$ cat src/lfs_pkg.sv
`default_nettype none
package lfs_pkg;

  localparam int SAMPLE_BITS = 12;
  localparam int CFG_W       = 12;
  localparam int SPEED_W     = 7;
  localparam int OUT_W       = 16;
  localparam int NUM_REGS    = 7;
  localparam int ADDR_W      = 5;
  localparam int DATA_W      = 32;

  // register indexes
  localparam logic [2:0] REG_CRUISE = 3'd0;
  localparam logic [2:0] REG_BASE   = 3'd1;
  localparam logic [2:0] REG_GAIN   = 3'd2;
  localparam logic [2:0] REG_LEAVE  = 3'd3;
  localparam logic [2:0] REG_RETURN = 3'd4;
  localparam logic [2:0] REG_IND    = 3'd5;
  localparam logic [2:0] REG_DARK   = 3'd6;

  // mode codes as seen on the result port
  localparam logic [2:0] CODE_IDLE     = 3'd0;
  localparam logic [2:0] CODE_STRAIGHT = 3'd1;
  localparam logic [2:0] CODE_TURNING  = 3'd2;
  localparam logic [2:0] CODE_SHARP    = 3'd3;
  localparam logic [2:0] CODE_STOPPED  = 3'd4;

  typedef enum logic [4:0] {
    MODE_IDLE     = 5'b00001,
    MODE_STRAIGHT = 5'b00010,
    MODE_TURNING  = 5'b00100,
    MODE_SHARP    = 5'b01000,
    MODE_STOPPED  = 5'b10000
  } mode_e;

  typedef struct packed {
    logic [SPEED_W-1:0] cruise_speed;
    logic [SPEED_W-1:0] base_speed;
    logic [CFG_W-1:0]   steer_gain;
    logic [CFG_W-1:0]   leave_band;
    logic [CFG_W-1:0]   return_band;
    logic [CFG_W-1:0]   indicator_band;
    logic [CFG_W-1:0]   dark_level;
  } cfg_t;

  typedef struct packed {
    logic                   start_jack;
    logic                   end_switch;
    logic [SAMPLE_BITS-1:0] right_inner;
    logic [SAMPLE_BITS-1:0] right_outer;
    logic [SAMPLE_BITS-1:0] left_inner;
    logic [SAMPLE_BITS-1:0] left_outer;
  } sample_t;

  typedef struct packed {
    mode_e                   mode;
    logic                    led;
    logic signed [OUT_W-1:0] left_speed;
    logic signed [OUT_W-1:0] right_speed;
  } result_t;

  function automatic logic [2:0] mode_code(mode_e m);
    logic [2:0] c;
    unique case (m)
      MODE_IDLE:     c = CODE_IDLE;
      MODE_STRAIGHT: c = CODE_STRAIGHT;
      MODE_TURNING:  c = CODE_TURNING;
      MODE_SHARP:    c = CODE_SHARP;
      default:       c = CODE_STOPPED;
    endcase
    return c;
  endfunction

endpackage
`default_nettype wire

$ cat src/line_follower_steering_fsm_core.sv
// A word accepted into the input register moves to the result register when
//   that register is empty or being drained. Throughput: one word per cycle
//   while out_ready_i is high, set by the single registered steering stage
//   (one 13x13 multiply plus compares between the input and result registers).
// Reset (rst_ni low, asynchronous): mode idle, indicator off, pipeline empty,
//   configuration registers back to their defaults.
`default_nettype none
module line_follower_steering_fsm_core (
  input  wire logic                                clk_i,
  input  wire logic                                rst_ni,
  // configuration port
  input  wire logic                                psel,
  input  wire logic                                penable,
  input  wire logic                                pwrite,
  input  wire logic [lfs_pkg::ADDR_W-1:0]          paddr,
  input  wire logic [lfs_pkg::DATA_W-1:0]          pwdata,
  output logic      [lfs_pkg::DATA_W-1:0]          prdata,
  output logic                                     pready,
  // sample channel
  input  wire logic                                in_valid_i,
  output logic                                     in_ready_o,
  input  wire logic                                start_jack_i,
  input  wire logic                                end_switch_i,
  input  wire logic [lfs_pkg::SAMPLE_BITS-1:0]     right_inner_i,
  input  wire logic [lfs_pkg::SAMPLE_BITS-1:0]     right_outer_i,
  input  wire logic [lfs_pkg::SAMPLE_BITS-1:0]     left_inner_i,
  input  wire logic [lfs_pkg::SAMPLE_BITS-1:0]     left_outer_i,
  // result channel
  output logic                                     out_valid_o,
  input  wire logic                                out_ready_i,
  output logic signed [lfs_pkg::OUT_W-1:0]         left_speed_o,
  output logic signed [lfs_pkg::OUT_W-1:0]         right_speed_o,
  output logic                                     indicator_o,
  output logic [2:0]                               mode_o
);

  lfs_pkg::cfg_t    cfg;
  lfs_pkg::sample_t smp_q;
  lfs_pkg::result_t res;
  lfs_pkg::mode_e   mode_q;
  logic             led_q;
  logic             s1_valid_q;
  logic             out_valid_q;
  logic             advance;

  logic signed [lfs_pkg::OUT_W-1:0] left_q, right_q;
  logic                             ind_q;
  logic [2:0]                       code_q;

  lfs_cfg_regs u_cfg (
    .clk_i   (clk_i),
    .rst_ni  (rst_ni),
    .psel    (psel),
    .penable (penable),
    .pwrite  (pwrite),
    .paddr   (paddr),
    .pwdata  (pwdata),
    .prdata  (prdata),
    .pready  (pready),
    .cfg_o   (cfg)
  );

  // result stage moves when its register is empty or being drained
  assign advance    = !out_valid_q || out_ready_i;
  // input stage takes a word whenever its slot frees up this cycle
  assign in_ready_o = !s1_valid_q || advance;

  always_ff @(posedge clk_i or negedge rst_ni) begin
    if (!rst_ni) begin
      s1_valid_q <= 1'b0;
    end else if (in_ready_o) begin
      s1_valid_q <= in_valid_i;
    end
  end

  always_ff @(posedge clk_i) begin
    if (in_valid_i && in_ready_o) begin
      smp_q.start_jack  <= start_jack_i;
      smp_q.end_switch  <= end_switch_i;
      smp_q.right_inner <= right_inner_i;
      smp_q.right_outer <= right_outer_i;
      smp_q.left_inner  <= left_inner_i;
      smp_q.left_outer  <= left_outer_i;
    end
  end

  // mode transition and motor commands for the word in the input register
  lfs_steer u_steer (
    .smp_i  (smp_q),
    .cfg_i  (cfg),
    .mode_i (mode_q),
    .led_i  (led_q),
    .res_o  (res)
  );

  // state advances exactly once per word, when it moves to the result register
  always_ff @(posedge clk_i or negedge rst_ni) begin
    if (!rst_ni) begin
      out_valid_q <= 1'b0;
      mode_q      <= lfs_pkg::MODE_IDLE;
      led_q       <= 1'b0;
    end else if (advance) begin
      out_valid_q <= s1_valid_q;
      if (s1_valid_q) begin
        mode_q <= res.mode;
        led_q  <= res.led;
      end
    end
  end

  always_ff @(posedge clk_i) begin
    if (advance && s1_valid_q) begin
      left_q  <= res.left_speed;
      right_q <= res.right_speed;
      ind_q   <= res.led;
      code_q  <= lfs_pkg::mode_code(res.mode);
    end
  end

  assign out_valid_o   = out_valid_q;
  assign left_speed_o  = left_q;
  assign right_speed_o = right_q;
  assign indicator_o   = ind_q;
  assign mode_o        = code_q;

endmodule
`default_nettype wire

$ cat src/lfs_cfg_regs.sv
`default_nettype none
module lfs_cfg_regs (
  input  wire logic                       clk_i,
  input  wire logic                       rst_ni,
  input  wire logic                       psel,
  input  wire logic                       penable,
  input  wire logic                       pwrite,
  input  wire logic [lfs_pkg::ADDR_W-1:0] paddr,
  input  wire logic [lfs_pkg::DATA_W-1:0] pwdata,
  output logic      [lfs_pkg::DATA_W-1:0] prdata,
  output logic                            pready,
  output lfs_pkg::cfg_t                   cfg_o
);

  lfs_pkg::cfg_t cfg_q;
  logic [2:0]    idx;
  logic          wr_en;

  assign idx    = paddr[4:2];
  assign wr_en  = psel && penable && pwrite;
  assign pready = 1'b1;
  assign cfg_o  = cfg_q;

  always_ff @(posedge clk_i or negedge rst_ni) begin
    if (!rst_ni) begin
      cfg_q.cruise_speed   <= lfs_pkg::SPEED_W'(35);
      cfg_q.base_speed     <= lfs_pkg::SPEED_W'(30);
      cfg_q.steer_gain     <= lfs_pkg::CFG_W'(264);
      cfg_q.leave_band     <= lfs_pkg::CFG_W'(62);
      cfg_q.return_band    <= lfs_pkg::CFG_W'(25);
      cfg_q.indicator_band <= lfs_pkg::CFG_W'(12);
      cfg_q.dark_level     <= lfs_pkg::CFG_W'(1241);
    end else if (wr_en) begin
      unique case (idx)
        lfs_pkg::REG_CRUISE: cfg_q.cruise_speed   <= pwdata[lfs_pkg::SPEED_W-1:0];
        lfs_pkg::REG_BASE:   cfg_q.base_speed     <= pwdata[lfs_pkg::SPEED_W-1:0];
        lfs_pkg::REG_GAIN:   cfg_q.steer_gain     <= pwdata[lfs_pkg::CFG_W-1:0];
        lfs_pkg::REG_LEAVE:  cfg_q.leave_band     <= pwdata[lfs_pkg::CFG_W-1:0];
        lfs_pkg::REG_RETURN: cfg_q.return_band    <= pwdata[lfs_pkg::CFG_W-1:0];
        lfs_pkg::REG_IND:    cfg_q.indicator_band <= pwdata[lfs_pkg::CFG_W-1:0];
        lfs_pkg::REG_DARK:   cfg_q.dark_level     <= pwdata[lfs_pkg::CFG_W-1:0];
        default: ;  // unmapped slot, write dropped
      endcase
    end
  end

  always_comb begin
    prdata = '0;
    unique case (idx)
      lfs_pkg::REG_CRUISE: prdata = lfs_pkg::DATA_W'(cfg_q.cruise_speed);
      lfs_pkg::REG_BASE:   prdata = lfs_pkg::DATA_W'(cfg_q.base_speed);
      lfs_pkg::REG_GAIN:   prdata = lfs_pkg::DATA_W'(cfg_q.steer_gain);
      lfs_pkg::REG_LEAVE:  prdata = lfs_pkg::DATA_W'(cfg_q.leave_band);
      lfs_pkg::REG_RETURN: prdata = lfs_pkg::DATA_W'(cfg_q.return_band);
      lfs_pkg::REG_IND:    prdata = lfs_pkg::DATA_W'(cfg_q.indicator_band);
      lfs_pkg::REG_DARK:   prdata = lfs_pkg::DATA_W'(cfg_q.dark_level);
      default:             prdata = '0;
    endcase
  end

endmodule
`default_nettype wire

$ cat src/lfs_steer.sv
`default_nettype none
module lfs_steer (
  input  wire lfs_pkg::sample_t smp_i,
  input  wire lfs_pkg::cfg_t    cfg_i,
  input  wire lfs_pkg::mode_e   mode_i,
  input  wire logic             led_i,
  output lfs_pkg::result_t      res_o
);

  localparam int SB     = lfs_pkg::SAMPLE_BITS;
  localparam int ERR_W  = SB + 1;
  localparam int CMP_W  = (ERR_W > lfs_pkg::CFG_W) ? ERR_W : lfs_pkg::CFG_W;
  localparam int PROD_W = lfs_pkg::CFG_W + 1 + ERR_W;
  localparam int SUM_W  = PROD_W + 1;
  localparam int SCL_W  = SUM_W + 3;
  localparam int OW     = lfs_pkg::OUT_W;

  localparam logic signed [SCL_W-1:0] SAT_MAX = SCL_W'((2 ** (OW - 1)) - 1);
  localparam logic signed [SCL_W-1:0] SAT_MIN = SCL_W'(-(2 ** (OW - 1)));

  logic signed [ERR_W-1:0]  err;
  logic        [ERR_W-1:0]  mag;
  logic        [CMP_W-1:0]  mag_x;
  logic                     rdark, ldark;
  logic                     ge_leave, le_leave, le_return, le_ind;
  lfs_pkg::mode_e           cur, nxt;
  logic signed [PROD_W-1:0] prod, steer;
  logic signed [SUM_W-1:0]  ctr, ls, rs;
  logic signed [SCL_W-1:0]  ls_x, rs_x, ls_f, rs_f;
  logic signed [OW-1:0]     cruise;

  function automatic logic signed [OW-1:0] sat(logic signed [SCL_W-1:0] v);
    logic signed [SCL_W-1:0] c;
    c = v;
    if (v > SAT_MAX) c = SAT_MAX;
    if (v < SAT_MIN) c = SAT_MIN;
    return c[OW-1:0];
  endfunction

  assign err   = $signed({1'b0, smp_i.left_inner}) - $signed({1'b0, smp_i.right_inner});
  assign mag   = err[ERR_W-1] ? ERR_W'(-err) : ERR_W'(err);
  assign mag_x = CMP_W'(mag);

  assign rdark     = CMP_W'(smp_i.right_outer) < CMP_W'(cfg_i.dark_level);
  assign ldark     = CMP_W'(smp_i.left_outer)  < CMP_W'(cfg_i.dark_level);
  assign ge_leave  = mag_x >= CMP_W'(cfg_i.leave_band);
  assign le_leave  = mag_x <= CMP_W'(cfg_i.leave_band);
  assign le_return = mag_x <= CMP_W'(cfg_i.return_band);
  assign le_ind    = mag_x <= CMP_W'(cfg_i.indicator_band);

  // end switch low wins before anything else and forces the stopped mode
  assign cur = smp_i.end_switch ? mode_i : lfs_pkg::MODE_STOPPED;

  always_comb begin
    nxt = cur;
    unique case (cur)
      lfs_pkg::MODE_IDLE: begin
        if (smp_i.start_jack) nxt = lfs_pkg::MODE_STRAIGHT;
      end
      lfs_pkg::MODE_STRAIGHT: begin
        if (ge_leave) nxt = lfs_pkg::MODE_TURNING;
      end
      lfs_pkg::MODE_TURNING: begin
        priority if (le_leave)      nxt = lfs_pkg::MODE_STRAIGHT;
        else if (rdark || ldark)    nxt = lfs_pkg::MODE_SHARP;
        else                        nxt = lfs_pkg::MODE_TURNING;
      end
      lfs_pkg::MODE_SHARP: begin
        priority if (ge_leave)      nxt = lfs_pkg::MODE_TURNING;
        else if (le_return)         nxt = lfs_pkg::MODE_STRAIGHT;
        else                        nxt = lfs_pkg::MODE_SHARP;
      end
      default: nxt = lfs_pkg::MODE_STOPPED;
    endcase
  end

  // steer = floor(gain * err / 256)
  assign prod  = PROD_W'($signed({1'b0, cfg_i.steer_gain})) * PROD_W'(err);
  assign steer = prod >>> 8;
  assign ctr   = SUM_W'($signed({1'b0, cfg_i.base_speed, 8'b0}));
  assign ls    = ctr + SUM_W'(steer);
  assign rs    = ctr - SUM_W'(steer);
  assign ls_x  = SCL_W'(ls);
  assign rs_x  = SCL_W'(rs);
  // x * 1.25 floored: (4x + x) >>> 2
  assign ls_f  = ((ls_x <<< 2) + ls_x) >>> 2;
  assign rs_f  = ((rs_x <<< 2) + rs_x) >>> 2;
  assign cruise = $signed({1'b0, cfg_i.cruise_speed, 8'b0});

  always_comb begin
    res_o.mode        = nxt;
    res_o.led         = led_i;
    res_o.left_speed  = '0;
    res_o.right_speed = '0;
    unique case (nxt)
      lfs_pkg::MODE_IDLE: begin
        res_o.led = le_ind;
      end
      lfs_pkg::MODE_STRAIGHT: begin
        res_o.left_speed  = cruise;
        res_o.right_speed = cruise;
      end
      lfs_pkg::MODE_TURNING: begin
        res_o.left_speed  = sat(ls_x);
        res_o.right_speed = sat(rs_x);
      end
      lfs_pkg::MODE_SHARP: begin
        res_o.left_speed  = sat(rdark ? ls_f : ls_x);
        res_o.right_speed = sat(ldark ? rs_f : rs_x);
      end
      default: ;
    endcase
  end

endmodule
`default_nettype wire
$ cat config.mk
export PLATFORM = sky130hd
export DESIGN_NAME = line_follower_steering_fsm_core
export DESIGN_NICKNAME = d
export VERILOG_FILES = /design/src/lfs_pkg.sv /design/src/line_follower_steering_fsm_core.sv /design/src/lfs_cfg_regs.sv /design/src/lfs_steer.sv
export SDC_FILE = /design/constraint.sdc
export NUM_CORES = 1
export LEC_CHECK = 0
export BUFFER_PORTS_ARGS = -buffer_cell sky130_fd_sc_hd__buf_2
export CAP_MARGIN = 30
export CORE_MARGIN = 2
export CORE_UTILIZATION = 55
export DETAILED_ROUTE_END_ITERATION = 7
export GPL_TIMING_DRIVEN = 0
export PLACE_DENSITY_LB_ADDON = 0.3
export SLEW_MARGIN = 20
export SYNTH_ARGS = -nofsm -noshare
export SYNTH_HDL_FRONTEND = slang
export SYNTH_SLANG_ARGS = --single-unit
$ cat constraint.sdc
create_clock -name clk_i -period 35 [get_ports clk_i]
set_input_delay 7 -clock clk_i [delete_from_list [all_inputs] [get_ports clk_i]]
set_output_delay 7 -clock clk_i [all_outputs]
set_load 0.005 [all_outputs]
==> PnR_summary.wiki <==
{| class="wikitable"
! Metric !! Value
|-
| Number of global-route vias before repair || 15800
|-
| Number of enable-type register cells in the synthesized netlist || 86
|-
| Sequential standard cell area || 4670 um2
|-
| Post-Place Cells || 2607
|-
| Post-synthesis cell count || 2025
|-
| Setup Skew || 0.0167 ns
|-
| CP startpoint || paddr[2]
|-
| Proportion of register bits with asynchronous set or reset after synthesis || 48.8%
|-
| Router iterations before antenna repair || 5
|-
| Shortest clock period the worst path allows after layout || 16.58 ns
|-
| Worst Hold Path Cells || 1
|-
| # Max-Cap Violations || 0
|-
| Number of nets still failing antenna checks after routing || 0
|-
| Share of cells above drive strength 1 || 13.5%
|-
| Filler instances || 2845
|-
| Routed wire length || 48.8 mm
|-
| Crit-path max FO || 10
|-
| Avg WL per Cell || 18.5 um
|-
| Data arrival time of the critical path || 9.58 ns
|-
| Via count || 15600
|-
| Die outline height || 187 um
|-
| Setup repair after global routing missed its margin || false
|-
| Type of origin of the critical path || input pin
|-
| Number of H-tree levels || 4
|-
| Area share of the largest cell type after synthesis || 14.4%
|-
| CTS max path bufs || 2
|-
| Compound-gate portion of the synthesized area || 16.9%
|-
| Hold Fails Final Rpt || 0
|-
| Total GRT Usage || 28.5%
|-
| Status || completed
|-
| Clock input transition at the sequential cells of the worst setup and hold paths || 0.07 ns
|-
| Via/cell ratio || 5.90
|-
| Core Rows || 66
|-
| Die area || 34900 um2
|-
| ANT cells || 0
|-
| Slew HR || 38.5%
|-
| Data required time at the worst endpoint || 28.00 ns
|-
| CTS sink count || 168
|-
| Dominant register cell in the synthesized netlist || edfxtp_1
|-
| Hold path startpoint || s1_valid_q
|-
| Number of buffers added to fix hold violations after cts || 0
|-
| Launch point of the worst reg-to-reg path || smp_q[12]
|-
| PortBufs || 119
|-
| Crit. End Element || output pin
|-
| Fraction of synthesized area in multiplexers || 3.68%
|-
| Number of design-rule violations left by the first detailed-router iteration || 1166
|-
| Final setup violation count || 0
|-
| Met2 routing resource usage after global routing || 47.7%
|-
| Largest net degree at the start of global routing || 44
|-
| Gpl congestion || 0.989
|-
| Number of top-level pins || 165
|-
| Main combinational cell family by area after synthesis || adder cells
|-
| Register-to-Register Path Depth || 49
|-
| Number of buffers created by CTS || 17
|-
| Total congestion overflow after global routing || 0
|-
| Slew at the pin closest to its max-slew limit || 0.922 ns
|-
| Highest Clock Rate || 0.0603 GHz
|-
| Synth Area in Adders || 26.7%
|-
| Yosys warnings || 0
|-
| Leading cell types by total area after synthesis || ha_1 (14%), edfxtp_1 (14%), fa_1 (12%), dfrtp_1 (7.6%), inv_1 (4.9%)
|-
| # Post-CTS Setup Buffers || 0
|-
| Total Neg Setup Slack || 0 ns
|-
| Final period util || 47.4%
|-
| Number of nets in the finished design || 2602
|-
| Post-Synthesis Mean Instance Area || 9.08 um2
|-
| Global-route wire length before repair || 79.7 mm
|-
| Xor-xnor portion of the synthesized cell area || 4.66%
|-
| Global-route met3 utilization || 4.35%
|-
| Synth unique cells || 97
|-
| Netlist area before placement || 18400 um2
|-
| Clock insertion delay at the later pin of the skew report || 0.46 ns
|-
| Count of instances resized after the clock tree is built || 0
|-
| CTS tree || built
|-
| Sequential element share of the synthesized area || 25.4%
|-
| Number of remaining DRC errors || 0
|-
| Floorplan die width || 187 um
|-
| Seq cells post-synth || 168
|-
| Area Overhead vs Synth || 10.2%
|-
| Total area of multi-input combinational cells || 12400 um2
|-
| Root cell of the clock tree || clkbuf_16
|-
| Initial standard-cell utilization of the core || 56.2%
|-
| Library cell occupying the most area in the post-synthesis netlist || ha_1
|-
| Initial antenna violation count || 0
|-
| Most heavily used metal layer in global routing || met2
|-
| Fraction of the mapped netlist area in simple logic gates || 15.2%
|-
| Met1 track utilization from global routing || 36.7%
|-
| Core Box Area || 32700 um2
|-
| Type of the most critical hold path || reg -> reg
|-
| Total count of max-transition violations in the final report || 0
|-
| Critical path type || in -> out
|-
| Final Instance Count excl. Fillers || 2639
|-
| Half-perimeter wire length after placement || 39.2 mm
|}
==> Yosys cell counts (9+ instances only) <==
cell      count
inv_1       238
ha_1        211
nand2_1     199
o21ai_0     125
nor2_1      116
fa_1        113
a21oi_1     111
edfxtp_1     86
clkbuf_1     61
xnor2_1      59
and2_1       56
dfrtp_1      56
mux2_2       37
xor2_1       37
nand2b_1     34
nand3_1      32
a21o_1       29
nor2b_1      29
dfstp_2      26
a211oi_1     25
buf_4        23
o21a_1       23
nor3_1       21
nand4_1      18
mux2i_1      17
a31oi_1      16
o211ai_1     14
o21bai_1     13
or3_1        13
o21ai_2      11
buf_2        10
a22oi_1       9
o22ai_1       9
==> per-layer routing <==
layer,wire length (um),up-vias
met3,3400,115
met5,0,-
met4,1800,0
li1,-,7298
met2,23200,621
met1,20500,7546
==> placed cells by master (no fill, tap or decap), types with 9 or more instances in the layout <==
master     count
a21oi_1      111
nor3_1        21
dfstp_2       26
nor2b_1       29
edfxtp_1      86
o21bai_1      13
nand2_1      199
a31oi_1       16
inv_1        237
nand3_1       32
o21a_1        23
and2_1        55
fa_1         113
clkbuf_16     20
dfrtp_1       56
buf_2        128
buf_4         24
o22ai_1        9
o21ai_2       11
nand4_1       18
nor2_1       116
xnor2_1       59
a211oi_1      25
a22oi_1        9
conb_1        21
o21ai_0      125
o211ai_1      14
mux2_2        37
nand2b_1      34
a21o_1        29
or3_1         13
clkbuf_1      61
mux2i_1       17
ha_1         211
xor2_1        37
==> layout make-up <==
| class | count | area share, % |
|---|---|---|
| Inverter | 240 | 4.45 |
| Clock buffer | 20 | 2.47 |
| Buffer | 98 | 2.34 |
| Sequential cell | 168 | 23.0 |
| Clock inverter | 12 | 0.568 |
| Timing Repair Buffer | 121 | 3.15 |
| Tap cell | 442 | 2.73 |
| Multi-Input combinational cell | 1538 | 61.3 |
==> state kept, by name (all words and copies together) (netlist names), 3 cells and up <==
| name | cells |
|---|---|
| smp_q | 50 |
| right_speed_o | 16 |
| left_speed_o | 16 |
| mode_q | 5 |
| u_cfg.cfg_o | 74 |
| mode_o | 3 |
==> cells by family (layout without fill, tap and decap cells) <==
group | count (synthesis) | after routing
multiplexers | 58 | 58
AO/OA/AOI/OAI | 471 | 471
flip-flops | 168 | 168
adder cells (fa/ha/maj) | 324 | 324
XOR/XNOR | 97 | 97
other | 2 | 21
AND/OR/NAND/NOR | 567 | 567
buffers and inverters | 338 | 491
==> stage by stage <==
stage	cell area, um2	util [%]	hold WS (ns)	setup slack (ns)
final	20300	62.0	0.500	18.42
after global routing	20300	62.0	0.517	18.44
after CTS	20300	62.0	0.501	18.55
after detailed placement	19700	60.1	0.481	18.56
after global placement	19600	60.0	0.477	18.59
after floorplan	18500	-	0.457	19.48
==> worst max-delay path: stages <==
cell      delay (ns)
clkbuf_1        0.40
clkbuf_1        0.75
clkbuf_1        0.60
mux2i_1         0.43
o221ai_1        0.23
buf_2           0.17
==> path summary, 6_finish.rpt <==
path / endpoint / slack (ns)
max reg2reg: right_speed_o[6] / 20.82
min reg2reg: out_valid_o / 0.50
max: prdata[5] / 18.42
min: out_valid_o / 0.50
min in group asynchronous: mode_q[1] / 6.53
max in group asynchronous: u_cfg.cfg_o[41] / 27.78
Power is not shown: default switching activity piles up to over one toggle a cycle in this logic, so the estimate is an artifact.
